$ cat src/hw/rtl/cpesc_pkg.sv
// Shared types, ASCII constants and byte-forming functions for the code point escape encoder.
// No dependencies; imported by cpesc_emit and codepoint_escape_encoder_top.
`timescale 1ns / 1ps

package cpesc_pkg;

	localparam int unsigned CP_W   = 32;
	localparam int unsigned BYTE_W = 8;
	localparam int unsigned IDX_W  = 4;   // byte index within a run, up to ten bytes

	// ASCII characters used by the escapes
	localparam logic [BYTE_W-1:0] CH_BSLASH = 8'h5C;
	localparam logic [BYTE_W-1:0] CH_ZERO   = 8'h30;
	localparam logic [BYTE_W-1:0] CH_N      = 8'h6E;
	localparam logic [BYTE_W-1:0] CH_R      = 8'h72;
	localparam logic [BYTE_W-1:0] CH_T      = 8'h74;
	localparam logic [BYTE_W-1:0] CH_X      = 8'h78;
	localparam logic [BYTE_W-1:0] CH_LU     = 8'h75;
	localparam logic [BYTE_W-1:0] CH_UU     = 8'h55;
	localparam logic [BYTE_W-1:0] HEX_LETTER_BASE = 8'h57;  // 'a' - 10

	// control characters with a short escape
	localparam logic [CP_W-1:0] CP_NUL    = 32'h0000_0000;
	localparam logic [CP_W-1:0] CP_TAB    = 32'h0000_0009;
	localparam logic [CP_W-1:0] CP_LF     = 32'h0000_000A;
	localparam logic [CP_W-1:0] CP_CR     = 32'h0000_000D;
	localparam logic [CP_W-1:0] CP_SPACE  = 32'h0000_0020;
	localparam logic [CP_W-1:0] CP_QUOTE  = 32'h0000_0022;
	localparam logic [CP_W-1:0] CP_BSLASH = 32'h0000_005C;
	localparam logic [CP_W-1:0] CP_DEL    = 32'h0000_007F;
	localparam logic [CP_W-1:0] CP_HEX2_LIMIT = 32'h0000_0100;
	localparam logic [CP_W-1:0] CP_HEX4_LIMIT = 32'h0001_0000;

	typedef enum logic [2:0] {
		KIND_PLAIN,
		KIND_SHORT,
		KIND_HEX2,
		KIND_HEX4,
		KIND_HEX8
	} kind_t;

	// one classified code point handed to the byte emitter
	typedef struct packed {
		logic [CP_W-1:0]   cp;
		kind_t             kind;
		logic [BYTE_W-1:0] sym;   // plain byte, or the letter after the backslash
	} item_t;

	function automatic kind_t classify(input logic [CP_W-1:0] cp);
		kind_t k;
		if (cp == CP_LF || cp == CP_CR || cp == CP_TAB || cp == CP_NUL ||
		    cp == CP_QUOTE || cp == CP_BSLASH || cp == CP_SPACE) begin
			k = KIND_SHORT;
		end else if (cp >= CP_SPACE && cp < CP_DEL) begin
			k = KIND_PLAIN;
		end else if (cp < CP_HEX2_LIMIT) begin
			k = KIND_HEX2;
		end else if (cp < CP_HEX4_LIMIT) begin
			k = KIND_HEX4;
		end else begin
			k = KIND_HEX8;
		end
		return k;
	endfunction

	function automatic logic [BYTE_W-1:0] symbol(input logic [CP_W-1:0] cp, input kind_t k);
		logic [BYTE_W-1:0] s;
		unique case (k)
			KIND_PLAIN: s = cp[BYTE_W-1:0];
			KIND_SHORT: begin
				case (cp[BYTE_W-1:0])
					CP_LF[BYTE_W-1:0]:  s = CH_N;
					CP_CR[BYTE_W-1:0]:  s = CH_R;
					CP_TAB[BYTE_W-1:0]: s = CH_T;
					CP_NUL[BYTE_W-1:0]: s = CH_ZERO;
					default:            s = cp[BYTE_W-1:0];  // quote, backslash, space
				endcase
			end
			KIND_HEX2: s = CH_X;
			KIND_HEX4: s = CH_LU;
			KIND_HEX8: s = CH_UU;
			default:   s = cp[BYTE_W-1:0];
		endcase
		return s;
	endfunction

	// total bytes in the run for a kind
	function automatic logic [IDX_W-1:0] run_len(input kind_t k);
		logic [IDX_W-1:0] n;
		unique case (k)
			KIND_PLAIN: n = 4'd1;
			KIND_SHORT: n = 4'd2;
			KIND_HEX2:  n = 4'd4;
			KIND_HEX4:  n = 4'd6;
			KIND_HEX8:  n = 4'd10;
			default:    n = 4'd1;
		endcase
		return n;
	endfunction

	function automatic logic [BYTE_W-1:0] hex_char(input logic [3:0] nib);
		logic [BYTE_W-1:0] c;
		if (nib < 4'd10) begin
			c = CH_ZERO + {4'd0, nib};
		end else begin
			c = HEX_LETTER_BASE + {4'd0, nib};
		end
		return c;
	endfunction

	// byte at position idx of the run for one item
	function automatic logic [BYTE_W-1:0] byte_at(input item_t it, input logic [IDX_W-1:0] idx);
		logic [BYTE_W-1:0] b;
		logic [IDX_W-1:0]  digits;
		logic [IDX_W-1:0]  nib_pos;
		logic [CP_W-1:0]   shifted;
		digits  = run_len(it.kind) - 4'd2;
		nib_pos = digits + 4'd1 - idx;  // most significant digit first
		shifted = it.cp >> {nib_pos[2:0], 2'b00};
		if (idx == 4'd0) begin
			b = (it.kind == KIND_PLAIN) ? it.sym : CH_BSLASH;
		end else if (idx == 4'd1) begin
			b = it.sym;
		end else begin
			b = hex_char(shifted[3:0]);
		end
		return b;
	endfunction

endpackage

$ cat src/hw/rtl/cpesc_emit.sv
// Byte emitter: walks one classified code point through its escape run, one byte a cycle.
// Depends on cpesc_pkg for item_t, run_len and byte_at.
`timescale 1ns / 1ps

module cpesc_emit (
	input  logic                            clk,
	input  logic                            arst_n,
	input  logic                            item_valid,
	input  cpesc_pkg::item_t                item,
	output logic                            take,
	output logic                            valid,
	output logic [cpesc_pkg::BYTE_W-1:0]    out_byte,
	output logic                            last_byte
);
	import cpesc_pkg::*;

	logic             active_q;
	item_t            item_q;
	logic [IDX_W-1:0] idx_q;
	logic             done_now;
	logic [BYTE_W-1:0] cur_byte;

	logic              valid_q;
	logic [BYTE_W-1:0] out_byte_q;
	logic              last_q;

	// current byte and end of run
	always_comb begin
		done_now = active_q && (idx_q == run_len(item_q.kind) - 4'd1);
		cur_byte = byte_at(item_q, idx_q);
		take     = item_valid && (!active_q || done_now);
	end

	// load a new request or advance through the run
	always_ff @(posedge clk or negedge arst_n) begin
		if (!arst_n) begin
			active_q <= 1'b0;
			idx_q    <= '0;
		end else if (take) begin
			active_q <= 1'b1;
			idx_q    <= '0;
		end else if (done_now) begin
			active_q <= 1'b0;
		end else if (active_q) begin
			idx_q <= idx_q + 4'd1;
		end
	end

	always_ff @(posedge clk) begin
		if (take) begin
			item_q <= item;
		end
	end

	// result register
	always_ff @(posedge clk or negedge arst_n) begin
		if (!arst_n) begin
			valid_q <= 1'b0;
		end else begin
			valid_q <= active_q;
		end
	end

	always_ff @(posedge clk) begin
		out_byte_q <= cur_byte;
		last_q     <= done_now;
	end

	assign valid     = valid_q;
	assign out_byte  = out_byte_q;
	assign last_byte = last_q && valid_q;

`ifndef SYNTHESIS
	// index never runs past the end of its run
	a_idx_in_run: assert property (@(posedge clk) disable iff (!arst_n)
		active_q |-> idx_q < run_len(item_q.kind))
		else $error("emitter index past end of run");

	// mid-run the emitter keeps going with the next byte
	a_advance: assert property (@(posedge clk) disable iff (!arst_n)
		(active_q && !done_now) |=> (active_q && idx_q == $past(idx_q) + 4'd1))
		else $error("emitter dropped a run before its last byte");

	// a new request is only taken when the emitter is free or finishing
	a_take_free: assert property (@(posedge clk) disable iff (!arst_n)
		(active_q && !done_now) |-> !take)
		else $error("request taken while a run is in progress");

	// a byte whose successor belongs to a new run must be marked last
	a_last_before_new: assert property (@(posedge clk) disable iff (!arst_n)
		take |=> (valid && last_byte) || !$past(active_q))
		else $error("run ended without a last marker");
`endif

endmodule

$ cat src/hw/rtl/codepoint_escape_encoder_top.sv
// Top level of the code point escape encoder: input register, classification, byte emitter.
// Depends on cpesc_pkg and cpesc_emit.
`timescale 1ns / 1ps

// Channel   | Handshake          | Payload
// ----------+--------------------+---------------------------
// request   | start / busy       | code_point[31:0]
// result    | valid (strobe)     | out_byte[7:0], last_byte
//
// One byte leaves per cycle while a run is in progress; a request occupies the emitter for its run,
// whose length in bytes is 1 plain, 2 short escape, 4 for \x, 6 for \u, 10 for \U.
// The first byte passes the input register, the emitter's run state and its result register; a busy emitter delays it.
// Reset clears all valid and run state; no clearing pass.
// The receiver cannot stall; busy rises only while the emitter is inside a longer run.
module codepoint_escape_encoder_top (
	input  logic                          clk,
	input  logic                          arst_n,
	input  logic                          start,
	output logic                          busy,
	input  logic [cpesc_pkg::CP_W-1:0]    code_point,
	output logic                          valid,
	output logic [cpesc_pkg::BYTE_W-1:0]  out_byte,
	output logic                          last_byte
);
	import cpesc_pkg::*;

	logic            vld_s1;
	logic [CP_W-1:0] cp_s1;
	logic            take;
	item_t           item;
	kind_t           kind;

	// hold off new requests while the registered one waits
	assign busy = vld_s1 && !take;

	// input register
	always_ff @(posedge clk or negedge arst_n) begin
		if (!arst_n) begin
			vld_s1 <= 1'b0;
		end else if (!busy) begin
			vld_s1 <= start;
		end
	end

	always_ff @(posedge clk) begin
		if (start && !busy) begin
			cp_s1 <= code_point;
		end
	end

	// classify the registered code point
	always_comb begin
		kind      = classify(cp_s1);
		item.cp   = cp_s1;
		item.kind = kind;
		item.sym  = symbol(cp_s1, kind);
	end

	cpesc_emit u_emit (
		.clk        (clk),
		.arst_n     (arst_n),
		.item_valid (vld_s1),
		.item       (item),
		.take       (take),
		.valid      (valid),
		.out_byte   (out_byte),
		.last_byte  (last_byte)
	);

endmodule

$ cat config.mk
export PLATFORM = sky130hd
export DESIGN_NAME = codepoint_escape_encoder_top
export DESIGN_NICKNAME = d
export VERILOG_FILES = /design/src/hw/rtl/cpesc_pkg.sv /design/src/hw/rtl/cpesc_emit.sv /design/src/hw/rtl/codepoint_escape_encoder_top.sv
export SDC_FILE = /design/constraint.sdc
export NUM_CORES = 1
export LEC_CHECK = 0
export ABC_AREA = 0
export BUFFER_PORTS_ARGS = -buffer_cell sky130_fd_sc_hd__buf_2
export CAP_MARGIN = 0
export CORE_ASPECT_RATIO = 0.9
export CORE_UTILIZATION = 30
export CTS_BUF_LIST = sky130_fd_sc_hd__clkbuf_4 sky130_fd_sc_hd__clkbuf_8
export DETAILED_ROUTE_END_ITERATION = 12
export GPL_TIMING_DRIVEN = 1
export PLACE_DENSITY_LB_ADDON = 0.05
export SLEW_MARGIN = 20
export SYNTH_ARGS = -nofsm -noshare
export SYNTH_HDL_FRONTEND = slang
export SYNTH_HIERARCHICAL = 1
export SYNTH_SLANG_ARGS = --single-unit
$ cat constraint.sdc
create_clock -name clk -period 5.7 [get_ports clk]
set_input_delay 1.14 -clock clk [delete_from_list [all_inputs] [get_ports clk]]
set_output_delay 1.14 -clock clk [all_outputs]
set_load 0.01 [all_outputs]
# == Yosys cells after proc, flatten, opt, wreduce, memory -nomap -nowiden ==
# Cells that the tools add are included.
# totals
output_inout_bits,11
reg_bits,91
input_bits,35
word_cells,82
# op_classes
addsub,7
n_shift,1
n_reduce_logical,23
eq_ne,20
n_mux,16
magnitude_cmp,5
# op_table
operator,count
"32-bit by 4-bit equality test with 1-bit output, second input constant",3
"32-bit by 6-bit equality test with 1-bit output, second input constant",2
8-bit one-hot mux with 4 select lines,2
"32-bit by 7-bit equality test with 1-bit output, second input constant",1
"32-bit by 6-bit greater-or-equal comparator with 1-bit output, second input constant",1
32-bit zero test,1
"32-bit by 17-bit less-than comparator with 1-bit output, second input constant",1
"32-bit by 7-bit less-than comparator with 1-bit output, second input constant",1
"32-bit by 9-bit less-than comparator with 1-bit output, second input constant",1
8-bit two-way mux,4
32-bit by 5-bit right shift with 4-bit output,1
"8-bit by 4-bit equality test with 1-bit output, second input constant",3
4-bit one-hot mux with 4 select lines,1
"3-bit by 2-bit equality test with 1-bit output, second input constant",4
3-bit two-way mux,4
4-bit two-way mux,3
"7-bit by 4-bit adder with 8-bit output, first input constant",1
8-bit zero test,1
"6-bit by 4-bit adder with 7-bit output, first input constant",1
1-bit logical OR,7
"3-bit by 1-bit equality test with 1-bit output, second input constant",2
"3-bit equality test, second input constant",2
1-bit logical AND,6
"4-bit by 1-bit adder with 4-bit output, second input constant",1
14 further kinds,18

# == Depth between registers and ports, before layout ==
# Gate-level depths: netlist (run 1).
# logic_depth
depth_word,11
ltp_mapped,14

# == Cells and area by module ==
# Netlist (run 1), hierarchy kept.
# by_module_without_submodules
mod,area_each_um2,cells_per_inst,instances,seq_area_each_um2
cpesc_emit,2461.1,160,1,1621.6
codepoint_escape_encoder_top,1383.8,99,1,985.9

# == Least setup slack after synthesis (run 1) ==
# No wires, ideal clock.
# synth_timing
path_type,reg-to-reg
startpoint,reg u_emit/item_q[10] (netlist bit)
endpoint,"reg cp_s1[0], enable pin"
stages_incl_launch_ff,10
slack_ns,1.396
setup_ns,0.392
period_less_slack_ns,4.304
arrival_time_ns,3.912
path_cell_list,edfxtp_1 -> buf_2 -> xnor2_1 -> xnor2_4 -> buf_8 -> nand2b_1 -> o211ai_1 -> and2_1 -> nand2b_1 -> and2_1
# synth_between
elab_chain_len,11
elab_cells_between_ends,14
classes_between,1 x add/sub; 5 x eq/ne; 1 x mux; 7 x reduce/logical
# synth_rtl
element,line,rtl
from (decl),cpesc_emit.sv:18,item_t item_q;
from (signal assigned),cpesc_emit.sv:51,item_q <= item;
"3-bit equality test, or another cell as far along",cpesc_pkg.sv:90,unique case (k)
4-bit one-hot mux with 4 select lines (*),n/a,
4-bit by 1-bit subtractor with 4-bit output (*),cpesc_emit.sv:29,done_now = active_q && (idx_q == run_len(item_q.kind) - 4'd1);
4-bit equality test (*),cpesc_emit.sv:29,
1-bit logical AND (*),cpesc_emit.sv:29,
1-bit logical OR (*),cpesc_emit.sv:31,take = item_valid && (!active_q || done_now);
1-bit logical AND (*),cpesc_emit.sv:31,
named net take,codepoint_escape_encoder_top.sv:29,logic take;
1-bit zero test (*),codepoint_escape_encoder_top.sv:34,assign busy = vld_s1 && !take;
1-bit logical AND (*),codepoint_escape_encoder_top.sv:34,
1-bit zero test (*),codepoint_escape_encoder_top.sv:46,if (start && !busy) begin
1-bit logical AND (*),codepoint_escape_encoder_top.sv:46,
to (signal assigned),codepoint_escape_encoder_top.sv:47,cp_s1 <= code_point;
to (decl),codepoint_escape_encoder_top.sv:28,logic [CP_W-1:0] cp_s1;
# The timed path passes the listed nets; every way through them passes the cells marked *.
# A chain may end at the register's enable or synchronous reset.

# == Final worst setup path (run 1) ==
# layout_timing
startpoint,reg u_emit/item_q[10] (netlist bit)
endpoint,out busy
# layout_between
elab_chain_len,9
elab_cells_between_ends,12
classes_between,1 x add/sub; 5 x eq/ne; 1 x mux; 5 x reduce/logical
# layout_rtl
element,line,rtl
"3-bit equality test, or another cell as far along",cpesc_pkg.sv:90,
4-bit one-hot mux with 4 select lines (*),n/a,
4-bit by 1-bit subtractor with 4-bit output (*),cpesc_emit.sv:29,
4-bit equality test (*),cpesc_emit.sv:29,
1-bit logical AND (*),cpesc_emit.sv:29,
1-bit logical OR (*),cpesc_emit.sv:31,
1-bit logical AND (*),cpesc_emit.sv:31,
named net take,codepoint_escape_encoder_top.sv:29,
1-bit zero test (*),codepoint_escape_encoder_top.sv:34,
1-bit logical AND (*),codepoint_escape_encoder_top.sv:34,
to (decl),codepoint_escape_encoder_top.sv:19,"output logic busy,"
# Marked as above.

==> out/results.txt, run 1 <==
The die span in x was 121.3 um; the TritonCTS sink count was 91. For the final database, setup skew stands at 0.01022 ns. The top-area cell type share of the netlist area works out to 0.5857. The critical path is of the flop to output port type. The number of input and output port buffers inserted works out to 45. The worst register-to-register path begins at u_emit/item_q[8]$_DFFE_PP_. The flow ran to the end, and the final reports show no timing, DRC or antenna violations. The number of different library cells used by synthesis comes to 53. The largest voltage drop on the vdd net was 0.1102 mV. Power spread over the standard cell area amounts to 261.6 nW/um^2.

For the pin with the worst max-slew slack, the measured transition is 0.7147 ns. On the worst path, the slowest cell contributes a delay of 0.61 ns. The analysis attributes to net switching a power of 223.5 uW. The area of all placed cells without fillers is 4414 um^2.

The first detailed-routing pass took 4 iterations. Clock-pin slew was measured on the worst setup and hold paths at 0.09 ns. edfxtp_1 takes more of the synthesized area than any other cell.

The critical path starts at u_emit/item_q[10]$_DFFE_PP_. The routed design has 7484 um of wire. For this design the top-level I/O count stands at 46. In this run the remaining antenna-violating nets after routing total 0. OpenSTA, run right after detailed placement, puts the worst setup slack at 2.004 ns.

The count of H-tree levels built during CTS was 3. The run gives 4222 um^2 as the total cell area at the placement stage. The logs give 0.1261 for the global router's overall resource usage and 0.7516 for the routability congestion estimate from global placement. For the core outline area, the log shows 12270 um^2. During synthesis, Yosys emitted a total of 6 warnings. The setup TNS after final layout was 0 ns; the starting DRC count in detailed routing was 138. Compared with the post-synthesis result, the final layout area differs by 14.81%.

The tools report the filler cell count in the final layout as 1204. The tools report the total congestion overflow as 0. Of all nets on the critical path, the largest fanout is 17. The logs give 3845 um^2 for the post-synth design cell area and 2204 for the via count of the first global-routing pass. TritonCTS built the clock tree. The effective utilization at floorplan came out at 0.3134.

The critical path goes through xnor2_1, xnor2_4, nand2b_1, o211ai_1, and2_2, nand2b_1, inv_1, buf_2. Dividing the detail-routed wire length by the instance count gives 15.79 um. TritonCTS created 9 clock buffers. The cell with the largest stage delay on the worst path was xnor2_4. Clock latency on the worst-skew pair, taken at its later pin, is 0.36 ns. The buffer count from post-CTS setup fixing was 0; the final hold violation count was 0.

The worst hold-check path type was flop to flop. Counting every instance in the synthesized netlist gives 259. The total number of vias is 2159, and the data arrival time of the critical path is 2.88 ns. For the leakage power figure, the log shows 0.001452 uW.

The worst max-slew margin expressed relative to the limit is 0.5235. The run gives 44 as the maximum number of pins on one net before global-route repair. The total nets after synthesis came out at 299. The run gives 12190 um as the global-route wire length before repair. The proportion of power drawn by the clock network was 0.372; the number of flops mapped to enable cells by yosys was 75. The final clock period utilization by the worst path came out at 0.7048.

The switching part of the total power is 0.1936. Root cell of the clock tree: clkbuf_8. The register bit total from synthesis was 91. The most numerous cell type found on the critical path is nand2b_1. The share of flip-flops with an asynchronous set or reset is 0.07692. The logs give 0 for the number of setup violations in the final report and 0 for the max-capacitance violation count.

After legalization and detailed placement, the total HPWL measured 5340 um. The category of the worst setup path capture point is an output port. In this run the deepest clock path goes through 2 buffers. Gates resized during post-CTS repair numbered 0. The final max-slew violation count was 0; the average footprint of a synthesized cell was 14.85 um^2.

In the synthesized netlist the dominant register cell turns out to be edfxtp_1. By area the synthesized netlist is led by edfxtp_1, mux2i_1, dfxtp_1. The origin of the worst min-delay path is u_emit/active_q$_DFFE_PN0P_.

The tools report the combinational fraction of design power as 0.010. The maximum clock frequency is 248.9 MHz. The fraction of final layout cells sized beyond drive strength 1 works out to 0.2389. Setup repair after global routing left no endpoint under its margin.

The chip height works out to 109.4 um. Counting I/O delays and the setup requirement, the final critical path takes 4.017 ns. Number of antenna violations at the first check in global routing: 0.

In the final design database the tool counted 349 nets. The internal portion of the total power is 931.2 uW. The average vias per placed instance works out to 4.555.

The logs give 4.56 ns for the data required time at the worst endpoint and 13270 um^2 for the die area. Row generation in the floorplan step produced 38 rows. The remaining design rule violation count was 0. The post-synthesis sequential area ratio came out at 0.6782. The cts-stage hold buffer count is 0, and the minimum setup slack in the final design is 1.683 ns. The number of diodes added for antenna fixing came out at 0.

The nature of the critical path startpoint was a flop. The run gives 0.617 as the share of power burned in registers.
## metal layers
layer  routed length [um]  up-vias  GRT usage
li1                     -     1083          -
met1                 3922     1007     0.1792
met2                 3142       58     0.1782
met3                  306       11    0.03786
met4                  112        0    0.05026
met5                    0        -          0
## worst max-delay path, delay by kind of cell (launching register included)
family                 cells  cell delay, ns
AND/OR/NAND/NOR            3            0.49
XOR/XNOR                   2            0.86
AO/OA/AOI/OAI              1            0.50
flip-flops                 1            0.50
buffers and inverters      2            0.17
## final timing paths
check	endpoint	slack (ns)	cells past startpoint
max	busy	1.68	8
min in group asynchronous	u_emit/idx_q[2]$_DFFE_PN0P_	0.60	1
min	u_emit/valid$_DFF_PN0_	0.42	0
max in group asynchronous	u_emit/idx_q[0]$_DFFE_PN0P_	4.93	1
max reg2reg	u_emit/out_byte[2]$_DFF_P_	2.16	10
min reg2reg	u_emit/valid$_DFF_PN0_	0.42	0
## cells by family after synthesis
kind of cell | synth area share
xor+xnor | 0.02278
flops | 0.6782
simple gates | 0.1074
buf+inv | 0.02375
fa+ha+maj | 0.01822
other cells | 0.0009753
compound gates | 0.06802
mux | 0.08070
## synthesized netlist by cell type (2+ instances only)
cell / count
edfxtp_1: 75
mux2i_1: 22
nor2_1: 18
dfxtp_1: 9
a21oi_1: 8
nand2b_1: 8
dfrtp_1: 7
nand2_1: 7
nor4_1: 7
inv_1: 6
nor3_1: 6
o21ai_0: 6
and2_1: 5
nand3_1: 5
buf_2: 4
ha_1: 4
nand4_1: 4
a21o_1: 3
mux4_2: 3
nand3b_1: 3
o21ai_1: 3
o22a_1: 3
o31ai_1: 3
or3_1: 3
xor2_1: 3
a21oi_2: 2
a22oi_1: 2
a31o_1: 2
buf_6: 2
nor2b_1: 2
xnor2_1: 2
## registers in the layout, indices dropped and copies added, names as in the netlist
signal           count
u_emit/item_q       43
u_emit/idx_q         4
u_emit/out_byte      8
vld_s1               1
u_emit/active_q      1
cp_s1               32
u_emit/valid         1
u_emit/last_q        1
## per-stage QoR
stage | hold WS [ns] | std cells | total power (uW) | utilization
global placement | 0.3917 | 458 | 739.7 | 0.3441
CTS | 0.4144 | 474 | 1177 | 0.3599
detailed placement | 0.3939 | 458 | 740.4 | 0.3441
finish | 0.4232 | 474 | 1155 | 0.3599
floorplan | 0.3665 | 259 | 728.2 | -
global route | 0.4500 | 474 | 1200 | 0.3599
## placed cells by master (no fill, tap or decap), types with 4 or more instances in the layout
master and count:
dfxtp_1 9, nand2_1 7, nor3_1 6, a21oi_1 8, dfrtp_1 7, edfxtp_1 75, mux2i_1 22, o21ai_0 6
nand2b_1 8, ha_1 4, nor4_1 7, nor2_1 18, nand4_1 4, buf_2 45, and2_1 4, clkbuf_8 9
inv_1 6, nand3_1 5
## final cells by class
cell class | instances | area, um^2 | share of cell area
Clock buffer | 11 | 138.9 | 0.03146
Tap cell | 160 | 200.2 | 0.04535
Clock inverter | 5 | 53.80 | 0.01219
Timing Repair Buffer | 47 | 240.2 | 0.05442
Multi-Input combinational cell | 153 | 1147 | 0.2599
Inverter | 7 | 26.28 | 0.005952
Sequential cell | 91 | 2608 | 0.5907
## power groups by stage
stage	sequential [uW]	clock (uW)	combinational (uW)
after floorplan	728	0	0.160
after global placement	728	0	11.8
after detailed placement	728	0	12.5
after CTS	713	451	12.5
after global routing	713	474	13.7
final	713	430	12.0
Power figures use the tool's default switching activity.
==> run 2, diff against run 1 <==
Clock period 5.7 ns to 3.6 ns, I/O delays scaled along.
==> out/results.txt, run 2 (synthesized netlist as in run 1, its figures left out) <==
Derived from the worst setup path, the maximum achievable clock frequency is 301.1 MHz. The clock tree synthesis step divided the H-tree into 3 levels. Across all hold checks on the routed design, the worst slack comes to 0.1722 ns. The final max-slew violation count came out at 0. STA classifies the critical path endpoint as a flop. Row generation in the floorplan step produced 38 rows. The cell with the largest stage delay on the worst path is edfxtp_1. Post-CTS repair changed the size of 0 cells. The number of buffers and inverters on the critical path is 2. Clock-pin slew was measured on the worst setup and hold paths at 0.09 ns.

Dividing the detail-routed via count by the number of cells gives 4.648. Traced cell by cell, the critical path runs through nor2_1, mux2_2, fa_1, xor2_1, xnor2_2, buf_4, mux2i_1, mux2i_1, mux2i_1, ha_1, inv_1, nor2_1, nor2_1, o32a_1. The delay of the slowest cell on the worst path is 0.45 ns. The clock period could shrink to 3.321 ns. The library cell used most frequently in the layout, excluding fill and tap cells, is edfxtp_1. For this design the top-level I/O count stands at 46.

The fraction of final layout cells sized beyond drive strength 1 is 0.2461, and the number of setup violations in the final report is 0. The clock reaches the later pin of the worst-skew pair after 0.36 ns. The logs give 0.6250 for the worst max-slew margin expressed relative to the limit and 13270 um^2 for the die area.

The number of standard cells in the layout, taps in and fillers out was 477; the number of input and output port buffers inserted was 45. The area growth from synthesis to layout is 14.81%. The flow ran to the end, and the final reports show no timing, DRC or antenna violations. For the final hold violation count, the log shows 0.

The path class of the tightest hold or removal check is input pin to asynchronous set/reset pin. For the effective utilization at floorplan, the log shows 0.3134. Grouping stages by cell kind, the critical path spends the most delay in multiplexers.

Wires add up to 7484 um. The final clock period utilization by the worst path is 0.9224, and the number of buffers created by CTS is 9. The routability congestion estimate from global placement was 0.7276; the global router's overall resource usage was 0.1261. The depth of the worst register-to-register path is 14, and the total number of vias is 2217. The data required time at the worst endpoint came out at 3.84 ns. Once routing completed, OpenROAD measured the worst setup slack at 0.2793 ns. TritonCTS built the clock tree. The average detailed-routed wire length per instance works out to 15.69 um.

The startpoint identified for the worst register-to-register timing path is u_emit/item_q[8]$_DFFE_PP_. The remaining antenna violation count was 0; the starting DRC count in detailed routing was 193. Core outline area: 12270 um^2.

Tracing the worst setup path back leads to its startpoint at u_emit/item_q[8]$_DFFE_PP_. The tools report the worst setup slack before clock tree synthesis as 0.3071 ns. The remaining design rule violation count was 0; the number of detailed-routing iterations run before antenna repair was 4.

The number of logic stages on the critical path including buffering was 14. Entering global routing, the biggest net connects 44 pins. The run gives 0 as the total congestion overflow. The number of diodes added for antenna fixing came out at 0.

The count of placed standard cells including taps came out at 461. The critical path in this run is classified as flop to flop. Setup repair after global routing left no endpoint under its margin. The chip height was 109.4 um. The die is 121.3 um wide. The data arrival time of the critical path was 3.56 ns; the clock tree buffer depth was 2. The flop-to-flop setup slack is 0.28 ns. The worst setup path is launched from a flop.

The cts-stage hold buffer count is 0. The largest voltage drop on the vdd net came out at 0.2636 mV. For the TritonCTS sink count, the log shows 91. The number of setup buffers added after CTS is 0.

The tool flagged a number of max-cap violations equal to 0. The logs give 0 for the number of antenna violations at the first check in global routing and 0.01282 ns for the final clock skew. The first global-routing pass estimated 12190 um of wire. The tools report the root cell of the clock tree as clkbuf_8. For this design the ratio of total power to cell area is 395.8 nW/um^2. Total power for the finished layout comes to 1747 uW. At the pin with the least slew margin, the transition time is 0.5626 ns.

The analysis attributes to cell leakage a power of 0.001455 uW. Ranked by flip-flop count, first place goes to u_emit/item_q. The run gives 0 ns as the setup TNS after final layout.

In the layout the commonest cells are edfxtp_1, buf_2, mux2i_1. The logs give 2183 for the via count of the first global-routing pass and 352 for the final-stage net count. The wire-length estimate of the detail-placed layout is 5364 um. Along the worst path, the maximum fanout reaches 7.

The register with the most flip-flops in the layout has 43 of them.
-- run 2: layout make-up --
| class | instances | area (um^2) |
|---|---|---|
| clock buffers | 9 | 123.9 |
| repair buffers | 50 | 262.8 |
| fillers | 1203 | 7853 |
| flip-flops and latches | 91 | 2608 |
| clock inverters | 7 | 45.04 |
| well taps | 160 | 200.2 |
| multi-input cells | 153 | 1149 |
| inverters | 7 | 26.28 |
-- run 2: through the flow --
stage / area (um^2) / utilization
after floorplan: 3847 / -
after global placement: 4245 / 0.3461
after detailed placement: 4245 / 0.3461
after CTS: 4414 / 0.3599
after global routing: 4414 / 0.3599
final: 4414 / 0.3599
-- run 2: routing by layer --
| layer | track usage | vias to the layer above | share of wire |
|---|---|---|---|
| met5 | 0 | - | 0 |
| met4 | 0.04409 | 0 | 0.014 |
| met3 | 0.03890 | 9 | 0.044 |
| met2 | 0.1786 | 50 | 0.42 |
| met1 | 0.1806 | 1068 | 0.52 |
| li1 | - | 1090 | - |
-- run 2: report_power, final --
part / switching, uW / internal [uW] / total (uW) / leakage (uW)
registers: 0.000000000000969 / 1130 / 1130 / 0.000829
logic: 6.01 / 12.8 / 18.8 / 0.000546
clock network: 353 / 247 / 600 / 0.0000803
-- run 2: path summary, 6_finish.rpt --
path | end
max | u_emit/out_byte[2]$_DFF_P_
min | vld_s1$_DFFE_PN0N_
max reg2reg | u_emit/out_byte[2]$_DFF_P_
min reg2reg | u_emit/valid$_DFF_PN0_
max in group asynchronous | u_emit/idx_q[2]$_DFFE_PN0P_
min in group clk | u_emit/valid$_DFF_PN0_
-- run 2: worst register-to-register path: cells and delay by family (launching register included) --
family	cells	cell delay, ns
mux	4	0.86
buf+inv	2	0.28
compound gates	1	0.28
simple gates	3	0.30
flops	1	0.45
xor+xnor	2	0.41
fa+ha+maj	2	0.62
==> run 3, diff against run 2 <==
Settings changed: CORE_UTILIZATION 30 to 50.
==> out/results.txt, run 3 (synthesized netlist as in run 1, its figures left out) <==
Setup repair after global routing left no endpoint under its margin. Leaving out fill and tap cells, the most frequent cell in the layout is edfxtp_1. The run gives 8045 um^2 as the die area. Effective utilization at floorplan: 0.5298. The final clock period utilization by the worst path came out at 0.9131. Utilization after layout: 0.6003.

The fraction of final layout cells sized beyond drive strength 1 works out to 0.2524. The switching part of the total power works out to 0.2227. Dividing the detail-routed wire length by the instance count gives 16.20 um. Routability-driven placement finished with a final weighted congestion of 0.7933. The number of buffers created by CTS is 9, and the final hold violation count is 0.

Category of the worst setup path capture point: a flop. The worst-case IR drop observed on VDD is 0.3131 mV. The logs give 0 for the number of setup violations in the final report and 0.36 ns for the clock latency of the later-clocked register in the worst-skew pair. After clock tree synthesis, the clock-pin slew on the worst setup and hold paths is 0.10 ns.

Input and output buffers added on the ports amount to 45. The routed layout has 2247 vias. The final max-slew violation count is 0, and the total congestion overflow is 0. The clock tree synthesis step divided the H-tree into 3 levels. In this run the worst path has a maximum fanout of 7.

Based on the critical path, the design can be clocked at up to 304.2 MHz. The number of placed I/O pins is 46, and the via count of the first global-routing pass is 2016. At the worst endpoint, the arrival time is 3.54 ns.

The total number of placement rows is 29. In this run the worst hold path is classified as input pin to asynchronous set/reset pin. Share of power burned in registers: 0.621. Counting cells, the worst reg-to-reg path comes to 14.

The chip height was 85.19 um. The number of antenna violations at the first check in global routing was 0. For the core outline area, the log shows 7257 um^2. Proportion of power drawn by the clock network: 0.369. Summed over all cells, the static leakage comes to 0.001474 uW.

The combinational fraction of design power came out at 0.010. In this run the critical register-to-register path is launched from u_emit/item_q[8]$_DFFE_PP_. The finished cells cover 4357 um^2. TritonCTS built the clock tree. Worst max-slew margin expressed relative to the limit: 0.4915. The library cells used most frequently in the layout, excluding fill and tap cells, are edfxtp_1, buf_2, mux2i_1.

Dividing the detail-routed via count by the number of cells gives 5.480. For flop-to-flop paths, the worst setup slack is 0.31 ns. The area overhead of the layout relative to synthesis was 13.31%; the remaining design rule violation count was 0. Clock skew on the completed layout was measured at 0.006412 ns. The global router's overall resource usage was 0.1777; the worst hold slack was 0.1743 ns. For this design the total switching power over the nets is 404.7 uW. The time the worst path needs with I/O delays and setup is 3.287 ns, and the number of flip-flops in the largest register is 43. After the last flow step, the layout net total stands at 352. At the pin with the least slew margin, the transition time is 0.7628 ns.

The max-capacitance violation count came out at 0. The global-route wire length before repair is 10290 um, and the data required time at the worst endpoint is 3.86 ns. The TritonCTS sink count was 91; the total power was 1817 uW. Entering global routing, the biggest net connects 44 pins. The setup TNS after final layout was 0 ns; the total of cells resized after clock tree synthesis was 0. The run gives 0 as the remaining antenna violation count. Counting along the longest clock path gives a buffer depth of 2.

The internal power was 1412 uW; the total cell area at the placement stage was 4146 um^2. The sum of routed wire length over all layers is 6642 um. CTS placed an instance of clkbuf_8 at the clock tree root. For the number of diodes added for antenna fixing, the log shows 0. The worst register-to-register path ends at u_emit/out_byte[2]$_DFF_P_.

The floorplan step set the die width to 94.44 um. The number of detailed-routing iterations run before antenna repair was 4; the starting DRC count in detailed routing was 94. The ratio of total power to cell area was 417.1 nW/um^2. Nature of the critical path startpoint: a flop.

The flow ran to the end, and the final reports show no timing, DRC or antenna violations. Detailed placement ended at an HPWL of 4554 um. The worst setup path is of the flop to flop kind. Top register by number of flip-flops: u_emit/item_q.
[run 3: changes by cell type in the layout (fill, tap and decap cells not counted), sizes merged]
| cell | delta |
|---|---|
| clkinv | -2 |
| clkinvlp | -1 |
| inv | +3 |
[run 3: through the flow]
step | setup slack (ns) | cells
after floorplan | 0.07951 | 259
after global placement | 0.4212 | 392
after detailed placement | 0.2995 | 392
after CTS | 0.1294 | 408
after global routing | 0.1195 | 410
final | 0.3128 | 410
[run 3: timing repair]
action / in CTS / in global routing
hold buffers: 0 / 0
endpoints found under the setup margin: 0 / 1
buffers inserted: 0 / 2
[run 3: routing by layer]
layer  up-vias  GRT usage  part of all wire
met1      1066     0.2576              0.48
met2        75     0.2516              0.46
met3        11    0.05645             0.054
met4         0    0.06434             0.013
li1       1095          -                 -
met5         -          0                 0
[run 3: worst max-delay path, cell delays in order, from the launching register on]
cell,delay [ns]
edfxtp_1,0.46
nor2_1,0.16
mux2_2,0.31
fa_1,0.40
xor2_1,0.17
xnor2_2,0.22
buf_4,0.20
mux2i_1,0.19
mux2i_1,0.09
mux2i_1,0.25
ha_1,0.21
inv_1,0.07
nor2_1,0.11
nor2_1,0.05
o32a_1,0.28
[run 3: power groups by stage]
stage | Clock [uW] | Combinational, uW | Sequential, uW
after floorplan | 0 | 0.254 | 1150
final | 670 | 18.8 | 1130
after CTS | 693 | 19.2 | 1130
after global routing | 735 | 20.8 | 1130
after global placement | 0 | 18.0 | 1150
after detailed placement | 0 | 19.0 | 1150
[run 3: layout make-up]
class                      instances  area [um^2]
multi-input combinational        153         1149
timing repair buffer              50        262.8
sequential                        91         2608
tap                               93        116.4
clock inverter                     7        71.32
fill                             563         2900
clock buffer                       9        123.9
inverter                           7        26.28
[run 3: worst max-delay path by stage]
stage / start / to / cells past startpoint
after floorplan: u_emit/item_q[10]$_DFFE_PP_ / cp_s1[0]$_DFFE_PP_ / 9
after global placement: u_emit/item_q[8]$_DFFE_PP_ / u_emit/out_byte[2]$_DFF_P_ / 14
after detailed placement: u_emit/item_q[8]$_DFFE_PP_ / u_emit/out_byte[2]$_DFF_P_ / 14
after CTS: u_emit/item_q[10]$_DFFE_PP_ / busy / 9
after global routing: u_emit/item_q[8]$_DFFE_PP_ / u_emit/out_byte[2]$_DFF_P_ / 14
final: u_emit/item_q[8]$_DFFE_PP_ / u_emit/out_byte[2]$_DFF_P_ / 14
